**config.mk**
```make
export PLATFORM = sky130hd
export DESIGN_NAME = rhpm_div_stage
export DESIGN_NICKNAME = d
export VERILOG_FILES = /design/src/rtl/rhpm_pkg.sv /design/src/rtl/rhpm_div_stage.sv
export SDC_FILE = /design/constraint.sdc
export NUM_CORES = 1
export LEC_CHECK = 0
export ABC_CLOCK_PERIOD_IN_PS = 1400
export BUFFER_PORTS_ARGS = -buffer_cell sky130_fd_sc_hd__buf_2
export CAP_MARGIN = 20
export CORE_UTILIZATION = 45
export CTS_CLUSTER_SIZE = 10
export DETAILED_ROUTE_END_ITERATION = 16
export GPL_TIMING_DRIVEN = 0
export PLACE_DENSITY_LB_ADDON = 0.1
export SLEW_MARGIN = 0
export SYNTH_ARGS = -nofsm -noshare
export SYNTH_HDL_FRONTEND = slang
export SYNTH_SLANG_ARGS = --single-unit
```
**constraint.sdc**
```tcl
create_clock -name clk -period 1.4 [get_ports clk]
set_input_delay 0 -clock clk [delete_from_list [all_inputs] [get_ports clk]]
set_output_delay 0 -clock clk [all_outputs]
set_load 0.03 [all_outputs]
```
**src/rtl/rhpm_pkg.sv**
```systemverilog
// Shared types and constants for the RGB to HSL palette matcher.
package rhpm_pkg;

	localparam int IDX_W   = 8;
	localparam int HUE_W   = 9;
	localparam int PCT_W   = 7;
	localparam int CH_W    = 8;
	localparam int NUM_W   = 17;
	localparam int DEN_W   = 9;
	localparam int QUO_W   = 9;
	localparam int DIST_W  = 19;
	localparam int LANES   = 2;
	localparam int LANE_H  = 0;
	localparam int LANE_S  = 1;
	localparam logic [DEN_W-1:0] LIGHT_DEN = 9'd510;
	localparam logic [HUE_W-1:0] FULL_TURN = 9'd360;
	localparam logic [DIST_W-1:0] DIST_MAX = '1;
	// lightness = floor(sum * 10 / 51) = (sum * 6426) >> 15 for sum up to 510
	localparam int LMUL_W      = 22;
	localparam logic [12:0] LIGHT_MUL = 13'd6426;
	localparam int LIGHT_SHIFT = 15;

	// palette entry / pixel HSL triple
	typedef struct packed {
		logic [HUE_W-1:0] hue;
		logic [PCT_W-1:0] sat;
		logic [PCT_W-1:0] light;
	} hsl_t;

	// item moving through the divider stages
	typedef struct packed {
		logic                               vld;
		logic                               pix;
		logic [IDX_W-1:0]                   idx;
		hsl_t                               ent;
		logic                               zero;
		logic                               neg;
		logic [PCT_W-1:0]                   light;
		logic [LANES-1:0][NUM_W-1:0]        num;
		logic [LANES-1:0][DEN_W-1:0]        den;
		logic [LANES-1:0][QUO_W-1:0]        quo;
	} conv_t;

	// item moving along the palette cells
	typedef struct packed {
		logic              vld;
		logic              pix;
		logic [IDX_W-1:0]  idx;
		hsl_t              hsl;
		logic [IDX_W-1:0]  best_idx;
		logic [DIST_W-1:0] best_dist;
		logic [DIST_W-1:0] cand_dist;
	} tok_t;

endpackage

```
**src/rtl/rhpm_div_stage.sv**
```systemverilog
// One restoring-division step for the hue and saturation lanes.
module rhpm_div_stage import rhpm_pkg::*; #(
	parameter int BIT = 0
) (
	input  logic  clk,
	input  logic  arst_n,
	input  logic  en,
	input  conv_t d,
	output conv_t q
);

	conv_t nxt;
	logic [NUM_W:0] sh;

	always_comb begin
		nxt = d;
		sh  = '0;
		for (int i = 0; i < LANES; i++) begin
			sh = (NUM_W+1)'(d.den[i]) << BIT;
			if ((NUM_W+1)'(d.num[i]) >= sh) begin
				nxt.num[i]      = NUM_W'((NUM_W+1)'(d.num[i]) - sh);
				nxt.quo[i][BIT] = 1'b1;
			end
		end
	end

	always_ff @(posedge clk or negedge arst_n) begin
		if (!arst_n) begin
			q <= '0;
		end else if (en) begin
			q <= nxt;
		end
	end

endmodule

```
==> summary.txt <==
status = finished, violations left
violated checks = negative hold slack, negative setup slack
Most used DFF post-synth = dfrtp_1
Initial Utilization = 0.4652
n_diodes = 0
area delta synth->final = 68.95%
die area = 0.01297 mm2
Placed Instance Area = 0.007318 mm2
vias in the first global route = 5685
Fin. Hold Viols = 1
Clock Skew = 0 ps
Reg2Reg Setup Slack = 580 ps
pin count of the biggest net entering global routing = 59
clk_lat worst skew = 350 ps
Die Wd = 113.9 um
hold_ws = -3.774 ps
I/O pin cnt = 227
Max Slew Vio Count = 0
Critical Path AT = 1930 ps
Period minus WS final = 1718 ps
antenna violations before repair = 0
port bufs = 224
Site Rows = 40
WL/cell = 17.92 um
Peak VDD IR = 721.5 uV
Detail Placement HPWL = 11560 um
Cell Count, Final, Fillers Out = 1051
DR iter-0 viols = 257
final instance area = 0.009519 mm2
Fmax = 581.9 MHz
final worst slack = -318.5 ps
Pwr Density = 1016 mW/mm2
DRC viols = 0
H-tree depth = 3
Worst Max-Slew Pin Slew = 756.5 ps
crit start category = input pin
Leak = 4.342 nW
met3 Track Usage GR = 0.06429
multi-input logic area = 0.003258 mm2
CTS Sinks = 112
EDFF count, synth = 0
max reg flops = 112
gr usage total = 0.2855
clock root cell = clkbuf_16
Seq. cell area = 0.002803 mm2
Placed Instances = 891
layout cells sized above 1 = 0.5334
final core utilization = 0.7860
Final Cycle Share = 1.227
largest registers = q: 112 flops
# fillers = 758
Seq/Total Area, Yosys = 0.4974
critical path class = in -> reg
routed wire length = 18830 um
leading area contributor after synthesis = dfrtp_1
Avg Inst Size Synth = 11.31 um2
Cells after Synth = 498
CP required = 1610 ps
global-route wire length before repair = 28450 um
Cell Area, Synth = 0.005634 mm2
largest reg by FF count = q
clk buf depth = 2
Hold Crit Class = in -> reg
synth top area cells = dfrtp_1, mux2_2, ha_1, a21oi_1, mux2i_1
count of cell types in the netlist = 56
DR vias/cell = 5.228
DP Worst Slack = -945.9 ps
CTS tree = yes
met1 Use GR = 0.3337
Synth top area share = 0.4974
via count = 5495
Post-synth ARST share = 1.000
die height = 113.9 um
final RePlAce weighted congestion = 0.8872
Top Usage Layer GRT = met2
Slew HR = 0.4956
Yosys reg bits = 112
number of buffers created by CTS = 9
antenna-violating nets left = 0
max cap viols = 0
grt met2 use = 0.5142
Syn. warnings = 0
CP Capture Type = flip-flop
crit path max fanout = 3
gr ovfl total = 0
RSZ-0062 raised after global routing = yes
first-pass detailed-route iteration total = 6
final setup fails = 30
Worst-path clk slew = 80 ps
syn_nets = 633
Nets = 1013
Core Area = 0.01211 mm2
==> per-layer routing <==
| metal | part of all wire | vias to the layer above |
|---|---|---|
| li1 | - | 2543 |
| met5 | 0 | - |
| met4 | 0.024 | 0 |
| met1 | 0.39 | 2702 |
| met2 | 0.52 | 215 |
| met3 | 0.065 | 35 |
==> cells by family (layout without fill, tap and decap cells) <==
| logic type | count (synthesis) | after routing | synth area share |
|---|---|---|---|
| flip-flops | 112 | 112 | 0.4974 |
| adder cells (fa/ha/maj) | 20 | 20 | 0.04708 |
| buffers and inverters | 48 | 433 | 0.03375 |
| XOR/XNOR | 18 | 18 | 0.02798 |
| multiplexers | 96 | 96 | 0.1881 |
| AO/OA/AOI/OAI | 90 | 90 | 0.1002 |
| AND/OR/NAND/NOR | 114 | 114 | 0.1055 |
==> cell usage in the layout, fill, tap and decap left out, types with 4 or more instances in the layout <==
cell and count:
buf_2 201, dfrtp_1 112, dlygate4sd3_1 96, mux2_2 76
buf_4 43, nor2_1 40, a21oi_1 28, buf_6 23
nand2_1 21, ha_4 18, mux2i_1 12, inv_1 10
buf_8 10, clkbuf_1 9, xnor2_1 9, clkbuf_16 9
inv_2 8, a31oi_1 8, a21oi_2 7, nand4_1 6
xor2_1 6, nor3_1 6, o211ai_1 6, inv_4 5
clkbuf_2 5, o21ai_0 5, a21o_1 5, mux2i_2 4
==> per-stage QoR <==
stage          total power [mW]  hold slack, ps  TNS, ps
4_1_cts                   9.426           1.027    -3429
2_1_floorplan             5.580          -295.6    -8742
3_3_place_gp              6.432           231.5  -136700
3_5_place_dp              6.502           106.9   -33170
6_report                  9.667          -3.774    -4498
5_1_grt                   10.05           19.97    -6951
==> worst max-delay path, cell delays in order <==
cell      delay [ps]
buf_8            110
inv_12            40
ha_4             120
inv_2             30
fa_2             370
a211oi_4         280
o21ai_2          100
a31oi_2          180
o211ai_1         160
buf_4            180
o31ai_1          220
a31oi_1          110
==> report_power, final <==
| part | switching (mW) | leakage, nW | internal, mW | total, mW |
|---|---|---|---|---|
| registers | 0.201 | 1.29 | 3.60 | 3.80 |
| clock network | 1.26 | 0.137 | 1.28 | 2.54 |
| logic | 1.90 | 2.91 | 1.42 | 3.32 |
| total | 3.36 | 4.34 | 6.31 | 9.67 |
==> timing repair <==
| item | in CTS | in global routing |
|---|---|---|
| gates cloned | 1 | 0 |
| setup endpoints to repair | 55 | 36 |
| buffers inserted | 31 | 24 |
| hold endpoints to repair | 149 | 3 |
| pin swaps | 53 | 46 |
| hold buffers | 94 | 2 |
| resized for setup | 71 | 74 |
==> final timing paths <==
path / startpoint / to / cells after the start
max: d[53] / q[65]$_DFFE_PN0P_ / 12
min: d[59] / q[59]$_DFFE_PN0P_ / 3
max reg2reg: q[51]$_DFFE_PN0P_ / q[51]$_DFFE_PN0P_ / 1
min reg2reg: q[46]$_DFFE_PN0P_ / q[46]$_DFFE_PN0P_ / 1
max in group asynchronous: arst_n / q[40]$_DFFE_PN0P_ / 3
min in group asynchronous: arst_n / q[30]$_DFFE_PN0P_ / 2
==> layout make-up <==
type | count | area share
inverter | 27 | 0.01590
timing repair buffer | 372 | 0.2863
multi-input combinational | 338 | 0.3423
clock inverter | 6 | 0.005126
sequential | 112 | 0.2944
clock buffer | 10 | 0.02511
buffer | 18 | 0.008807
tap | 168 | 0.02208
==> Yosys cell counts (8+ instances only) <==
cell type  instances
a21oi_1           37
inv_1             26
xnor2_1           10
ha_1              18
clkbuf_1          17
a31oi_1           10
dfrtp_1          112
nor2_1            42
mux2i_1           17
mux2_2            79
nand2_1           22
nor3_1            10
o21ai_0           11
xor2_1             8
No activity file was read; power rests on OpenSTA's default activity.
