`config.mk`:
```
export PLATFORM = sky130hd
export DESIGN_NAME = rhpm_cell
export DESIGN_NICKNAME = d
export VERILOG_FILES = /design/src/rtl/rhpm_pkg.sv /design/src/rtl/rhpm_cell.sv
export SDC_FILE = /design/constraint.sdc
export NUM_CORES = 1
export LEC_CHECK = 0
export ABC_AREA = 1
export BUFFER_PORTS_ARGS = -buffer_cell sky130_fd_sc_hd__buf_2
export CORE_MARGIN = 3
export CORE_UTILIZATION = 40
export CTS_BUF_LIST = sky130_fd_sc_hd__clkbuf_4 sky130_fd_sc_hd__clkbuf_8
export DETAILED_ROUTE_END_ITERATION = 10
export GPL_ROUTABILITY_DRIVEN = 0
export HOLD_SLACK_MARGIN = 0.1
export PLACE_DENSITY_LB_ADDON = 0.15
export SYNTH_ARGS = -nofsm -noshare
export SYNTH_HDL_FRONTEND = slang
export SYNTH_SLANG_ARGS = --single-unit
```
`constraint.sdc`:
```
create_clock -name clk -period 7.4 [get_ports clk]
set_input_delay 0 -clock clk [delete_from_list [all_inputs] [get_ports clk]]
set_output_delay 0 -clock clk [all_outputs]
set_load 0.005 [all_outputs]
```
`src/rtl/rhpm_pkg.sv`:
```
// Shared types and constants for the RGB to HSL palette matcher.
package rhpm_pkg;

	localparam int IDX_W   = 8;
	localparam int HUE_W   = 9;
	localparam int PCT_W   = 7;
	localparam int CH_W    = 8;
	localparam int NUM_W   = 17;
	localparam int DEN_W   = 9;
	localparam int QUO_W   = 9;
	localparam int DIST_W  = 19;
	localparam int LANES   = 2;
	localparam int LANE_H  = 0;
	localparam int LANE_S  = 1;
	localparam logic [DEN_W-1:0] LIGHT_DEN = 9'd510;
	localparam logic [HUE_W-1:0] FULL_TURN = 9'd360;
	localparam logic [DIST_W-1:0] DIST_MAX = '1;
	// lightness = floor(sum * 10 / 51) = (sum * 6426) >> 15 for sum up to 510
	localparam int LMUL_W      = 22;
	localparam logic [12:0] LIGHT_MUL = 13'd6426;
	localparam int LIGHT_SHIFT = 15;

	// palette entry / pixel HSL triple
	typedef struct packed {
		logic [HUE_W-1:0] hue;
		logic [PCT_W-1:0] sat;
		logic [PCT_W-1:0] light;
	} hsl_t;

	// item moving through the divider stages
	typedef struct packed {
		logic                               vld;
		logic                               pix;
		logic [IDX_W-1:0]                   idx;
		hsl_t                               ent;
		logic                               zero;
		logic                               neg;
		logic [PCT_W-1:0]                   light;
		logic [LANES-1:0][NUM_W-1:0]        num;
		logic [LANES-1:0][DEN_W-1:0]        den;
		logic [LANES-1:0][QUO_W-1:0]        quo;
	} conv_t;

	// item moving along the palette cells
	typedef struct packed {
		logic              vld;
		logic              pix;
		logic [IDX_W-1:0]  idx;
		hsl_t              hsl;
		logic [IDX_W-1:0]  best_idx;
		logic [DIST_W-1:0] best_dist;
		logic [DIST_W-1:0] cand_dist;
	} tok_t;

endpackage

```
`src/rtl/rhpm_cell.sv`:
```
// One palette cell: holds an entry, scores the passing pixel, keeps the running best.
module rhpm_cell import rhpm_pkg::*; #(
	parameter int IDX = 0
) (
	input  logic clk,
	input  logic arst_n,
	input  logic en,
	input  tok_t tin,
	output tok_t tout
);

	hsl_t              ent_q;
	logic [HUE_W-1:0]  dh;
	logic [PCT_W-1:0]  ds, dl;
	logic [DIST_W-1:0] score;
	logic              upd;

	always_comb begin
		dh   = (tin.hsl.hue >= ent_q.hue) ? tin.hsl.hue - ent_q.hue : ent_q.hue - tin.hsl.hue;
		ds   = (tin.hsl.sat >= ent_q.sat) ? tin.hsl.sat - ent_q.sat : ent_q.sat - tin.hsl.sat;
		dl   = (tin.hsl.light >= ent_q.light) ? tin.hsl.light - ent_q.light
			: ent_q.light - tin.hsl.light;
		score = DIST_W'(dh) * DIST_W'(dh) + DIST_W'(ds) * DIST_W'(ds)
			+ DIST_W'(dl) * DIST_W'(dl);
		// candidate belongs to the previous cell's entry
		upd  = tin.cand_dist < tin.best_dist;
	end

	always_ff @(posedge clk or negedge arst_n) begin
		if (!arst_n) begin
			ent_q <= '0;
			tout  <= '0;
		end else if (en) begin
			if (tin.vld && !tin.pix && tin.idx == IDX_W'(IDX)) begin
				ent_q <= tin.hsl;
			end
			tout           <= tin;
			tout.best_idx  <= upd ? IDX_W'(IDX - 1) : tin.best_idx;
			tout.best_dist <= upd ? tin.cand_dist : tin.best_dist;
			tout.cand_dist <= score;
		end
	end

endmodule

```
==> flow_metrics.tcl, run 1 <==
set metrics [dict create \
    r2r_end "tout[9]$_DFFE_PN0P_" \
    synth-xor-area-share_pct 2.26 \
    min_to "tout[72]$_DFFE_PN0P_" \
    grt_pass1_vias 11000 \
    layout.nets 2202 \
    required_ns 7.67 \
    dieArea_um2 33200 \
    ys.flop_type "dfrtp_1" \
    synth_top_area_share_pct 20.6 \
    critPathBufInv 6 \
    antenna_found_initial 0 \
    num_io_pins 161 \
    yosys.area_share.adder_pct 35.3 \
    worstSetupStartpointType "flop" \
    synth_area_leaders "dfrtp_1 (21%), fa_1 (20%), ha_1 (15%)" \
    stdcell_count 2240 \
    vias_per_cell 4.66 \
    grt_max_degree 74 \
    setup_viol_count_final 0 \
    timing.final.crit_share_pct 95.4 \
    critPathKind "flop to flop" \
    holdCritPathClass "primary input to flop" \
    max_cap_viol_count 0 \
    final_max_slew_viol_count 0 \
    synthMuxAreaShare_pct 0 \
    syn_area_per_cell_um2 7.67 \
    port_buffers 160 \
    fin_util_pct 48.9 \
    diodes 0 \
    drt_iter0_drc 519 \
    die_w_um 182 \
    grt_pass1_wl_mm 54.4 \
    whs_path_depth 4 \
    rows 63 \
    cts_buffer_depth 2 \
    whs_ns 0.176 \
    reg2regPathDepth 27 \
    path_common_cell "fa_1" \
    worst_ep_arrival_time_ns 7.33 \
    synthSimpleGateAreaFrac_pct 23.2 \
    post-place-cells 2142 \
    cts_sinks 102 \
    htreeDepth 3 \
    ctsRootBufferMaster "clkbuf_8" \
    finClkSkew_ns 0.0185 \
    multi_input_area_um2 8410 \
    outcome "finished, final reports clean" \
    period_minus_slack_ns 7.06 \
    synth.distinct_cells 41 \
    r2r_setup_slack_ns 0.34 \
    cp_slowest_cell "fa_1" \
    dieHeight_um 182 \
    grt_overflow 0 \
    synthesis.nets 1977 \
    clock_latency_ns 0.40 \
    synth_top_family_by_area "adder cells" \
    ys_warn_count 0 \
    wl_mm 31.3 \
    dp_hpwl_mm 25.5 \
    tightest_slew_ns 0.878 \
    min_from "en" \
    fillers 2969 \
    area_growth_pct 18.6 \
    start_util_pct 41.2 \
    regArea_um2 2550 \
    cp_max_fo 7 \
    slew_headroom_pct 41.5 \
    slowest_delay_ns 0.54 \
    netlist_area_um2 12400 \
    synthCells 1620 \
    ant_nets 0 \
    wl_per_cell_um 14.0 \
    fmax_ghz 0.142 \
    reg2reg_from "ent_q[4]$_DFFE_PN0P_" \
    layout-drive-gt1-share_pct 15.0 \
    coreArea_um2 30100 \
    netlist_top_cells_count "nand2_1 (408), inv_1 (352), ha_1 (149)" \
    ys_ff_latch 102 \
    cts_tree "done" \
    cts_buffers 9 \
    drcViolationCount 0 \
    clk_pin_slew_ns 0.11 \
    cp_top_family "adder cells" \
    synth_edf_count 0 \
    yosysTopAreaCell "dfrtp_1" \
    hold_violations 0 \
    cp-end-kind "flop" \
    synthArstFlopShare_pct 100 \
    synth-compound-area-share_pct 6.22 \
    yosysMostFrequentCell "nand2_1" \
    grt.total_usage_pct 19.8 \
    vias 10400 \
    drt_pre_antenna_iters 5 \
    synth-seq-area-share_pct 20.6 \
]
[final cells by class]
| type | count | share of cell area (%) |
|---|---|---|
| Clock inverter | 6 | 0.348 |
| Sequential cell | 102 | 17.3 |
| Tap cell | 390 | 3.31 |
| Timing Repair Buffer | 252 | 11.6 |
| Multi-Input combinational cell | 1116 | 57.1 |
| Inverter | 364 | 9.30 |
| Clock buffer | 10 | 0.935 |
[cells by family after synthesis]
kind of cell	Yosys count
and+or+nand+nor	667
adders and majority gates	275
xor gates and xnor gates	32
buffers and inverters	402
AOI/OAI and AO/OA	142
DFF	102
[per-layer routing]
layer | wire, um | global-route usage [%]
met5 | 0 | 0
met4 | 616 | 4.84
met3 | 1660 | 4.41
met2 | 15000 | 34.1
met1 | 14000 | 25.5
[registers in the layout, summed over array words and instances, names as in the netlist]
| register | flops |
|---|---|
| tout | 79 |
| ent_q | 23 |
[how the worst max path moves through the flow]
stage,start,endpoint,cells past startpoint
final,ent_q[4]$_DFFE_PN0P_,tout[9]$_DFFE_PN0P_,27
after global routing,ent_q[4]$_DFFE_PN0P_,tout[9]$_DFFE_PN0P_,26
after CTS,ent_q[0]$_DFFE_PN0P_,tout[9]$_DFFE_PN0P_,29
after global placement,ent_q[0]$_DFFE_PN0P_,tout[9]$_DFFE_PN0P_,28
after detailed placement,ent_q[0]$_DFFE_PN0P_,tout[9]$_DFFE_PN0P_,28
after floorplan,ent_q[0]$_DFFE_PN0P_,tout[13]$_DFFE_PN0P_,29
[worst min-delay path: stages]
cell,delay [ns]
buf_2,0.10
buf_4,0.28
nand2_1,0.14
nand2_1,0.04
[per-stage QoR]
| step | setup TNS [ns] | cell area [um2] | setup slack, ns |
|---|---|---|---|
| final | 0 | 14700 | 0.341 |
| after global routing | -0.0139 | 14700 | -0.0139 |
| after CTS | 0 | 14600 | 0.140 |
| after global placement | 0 | 13600 | 0.205 |
| after floorplan | 0 | 12400 | 0.808 |
| after detailed placement | 0 | 13600 | 0.189 |
[cell usage in the layout (no fill, tap or decap), types with 2 or more instances in the layout]
master / instances
buf_2: 158
nand3b_1: 3
o21bai_1: 2
inv_6: 2
inv_2: 11
a21oi_1: 51
inv_1: 351
o21ai_0: 66
xor2_1: 20
clkinv_2: 2
nor2_1: 110
o21ai_2: 7
nand3_1: 62
ha_2: 11
a21o_1: 6
dfrtp_1: 102
nor3_1: 4
nand4_1: 29
clkinv_4: 2
xnor2_1: 12
clkbuf_8: 10
nor4_1: 3
buf_4: 11
nand3_2: 4
fa_1: 125
nor2_4: 5
nor2_2: 12
nand2_4: 10
ha_1: 137
dlygate4sd3_1: 81
a21oi_2: 4
nand2_1: 402
nand2_2: 19
[what timing repair did]
item	4_1_cts	5_1_grt
setup buffers	0	0
hold endpoints to repair	119	0
hold buffers	82	0
resized for setup	0	31
endpoints found under the setup margin	0	12
Power of run 1 is not shown: default switching activity piles up to over one toggle a cycle in this logic, so the estimate is an artifact.
==> inputs of run 2 (changes only) <==
--- a/config.mk
+++ b/config.mk
@@ -7,11 +7,13 @@
 export LEC_CHECK = 0
 export ABC_AREA = 1
 export BUFFER_PORTS_ARGS = -buffer_cell sky130_fd_sc_hd__buf_2
+export CAP_MARGIN = 20
 export CORE_MARGIN = 3
 export CORE_UTILIZATION = 40
 export CTS_BUF_LIST = sky130_fd_sc_hd__clkbuf_4 sky130_fd_sc_hd__clkbuf_8
 export DETAILED_ROUTE_END_ITERATION = 10
 export GPL_ROUTABILITY_DRIVEN = 0
+export GPL_TIMING_DRIVEN = 0
 export HOLD_SLACK_MARGIN = 0.1
 export PLACE_DENSITY_LB_ADDON = 0.15
 export SYNTH_ARGS = -nofsm -noshare
==> run 2 against run 1 <==
Global-route usage increased by 0.61 points; cell area increased by 1.6%; count of clock-buffer cells in the layout unchanged.
==> flow_metrics.tcl, run 2 (synthesized netlist as in run 1, its figures left out) <==
set metrics [dict create \
    clock_latency_ns 0.41 \
    vias 10700 \
    setup_viol_count_final 0 \
    required_ns 7.69 \
    most-common-layout-cells "nand2_1 (398), inv_1 (352), buf_2 (169), ha_1 (141), fa_1 (124)" \
    reg.largest.list "tout (79), ent_q (23)" \
    finalSetupTns_ns 0 \
    finClkSkew_ns 0.0361 \
    largest-register "tout" \
    holdCritPathClass "primary input to flop" \
    antenna_found_initial 0 \
    fmax_ghz 0.143 \
    htreeDepth 3 \
    dieArea_um2 33200 \
    num_io_pins 161 \
    cp-end-kind "flop" \
    dieHeight_um 182 \
    drt_pre_antenna_iters 5 \
    drcViolationCount 0 \
    worstSetupStartpointType "flop" \
    rows 63 \
    slew_headroom_pct 57.5 \
    tightest_slew_ns 0.637 \
    grt_max_degree 68 \
    layout-drive-gt1-share_pct 15.5 \
    cts_buffers 9 \
    dp_slack_ns -0.0456 \
    wl_mm 32.6 \
    max_cap_viol_count 0 \
    grt_pass1_wl_mm 55.6 \
    die_w_um 182 \
    grt_pass1_vias 11300 \
    port_buffers 160 \
    start_util_pct 41.2 \
    timing.final.crit_share_pct 94.6 \
    outcome "finished, final reports clean" \
    cts_sinks 102 \
    ant_nets 0 \
    worst_ep_arrival_time_ns 7.29 \
    critPathKind "flop to flop" \
    area_growth_pct 20.4 \
    cp_slowest_cell "fa_1" \
    grt_overflow 0 \
    wl_per_cell_um 14.3 \
    cp_max_fo 8 \
    cts_buffer_depth 2 \
    cts_tree "done" \
    ctsRootBufferMaster "clkbuf_8" \
    period_minus_slack_ns 7.00 \
    clk_pin_slew_ns 0.13 \
    vias_per_cell 4.70 \
    hold_violations 0 \
    layout.nets 2235 \
    dp_hpwl_mm 26.7 \
    largest_register_ffs 79 \
    slowest_delay_ns 0.55 \
    grt.total_usage_pct 20.4 \
    diodes 0 \
    final_max_slew_viol_count 0 \
    drt_iter0_drc 455 \
    layout_setup_ws_ns 0.398 \
    path_common_cell "fa_1" \
    coreArea_um2 30100 \
    layout_commonest_cell "nand2_1" \
    fillers 3006 \
]
## run 2: cell types whose count changed in the layout (fill, tap and decap cells not counted), moves of 4 or more
cell and change:
buf_1 +4, buf_2 +11, clkbuf_1 +18, ha_1 +4, ha_2 -7, nand2_1 -4
## run 2: cell type report
cell class	instances	area [um2]	area share (%)
flip-flops and latches	102	2550	17.1
well taps	390	488	3.26
multi-input cells	1116	8480	56.7
plain buffers	38	185	1.24
clock inverters	6	61.3	0.410
repair buffers	247	1680	11.3
inverters	364	1370	9.15
clock buffers	10	138	0.920
## run 2: path summary, 6_finish.rpt
kind	startpoint	end	slack [ns]	depth (start not counted)
max	ent_q[21]$_DFFE_PN0P_	tout[11]$_DFFE_PN0P_	0.40	30
min	en	tout[40]$_DFFE_PN0P_	0.25	4
max reg2reg	ent_q[21]$_DFFE_PN0P_	tout[11]$_DFFE_PN0P_	0.40	30
min reg2reg	tout[15]$_DFFE_PN0P_	tout[15]$_DFFE_PN0P_	0.49	2
max in group asynchronous	arst_n	ent_q[3]$_DFFE_PN0P_	5.54	4
min in group asynchronous	arst_n	tout[47]$_DFFE_PN0P_	0.60	3
## run 2: metrics by stage
stage                     area [um2]  std cells  hold WS (ns)  util [%]
after floorplan                12400       1620        -0.296         -
after global placement         13700       2170         0.219      45.5
after detailed placement       13700       2171       0.00361      45.6
after CTS                      14800       2270         0.244      49.0
after global routing           15000       2273         0.270      49.7
final                          15000       2273         0.248      49.7
## run 2: routing by layer
| layer | up-vias | track usage [%] | routed length [um] |
|---|---|---|---|
| met3 | 32 | 4.44 | 1900 |
| li1 | 5410 | - | - |
| met1 | 5021 | 27.1 | 15100 |
| met2 | 227 | 34.8 | 15200 |
| met4 | 0 | 3.69 | 399 |
| met5 | - | 0 | 0 |
## run 2: worst max-delay path, delay by kind of cell (launching register included)
family	cells	cell delay [ns]
simple gates	12	1.41
compound gates	2	0.40
buf+inv	7	0.45
flops	1	0.42
fa+ha+maj	9	4.21
## run 2: what timing repair did
| item | CTS | global route |
|---|---|---|
| pin swaps | 0 | 8 |
| setup buffers | 0 | 3 |
| resized for setup | 1 | 46 |
| hold buffers | 83 | 0 |
| hold endpoints to repair | 185 | 0 |
| endpoints found under the setup margin | 3 | 12 |
Power of run 2 is left out for the same reason.
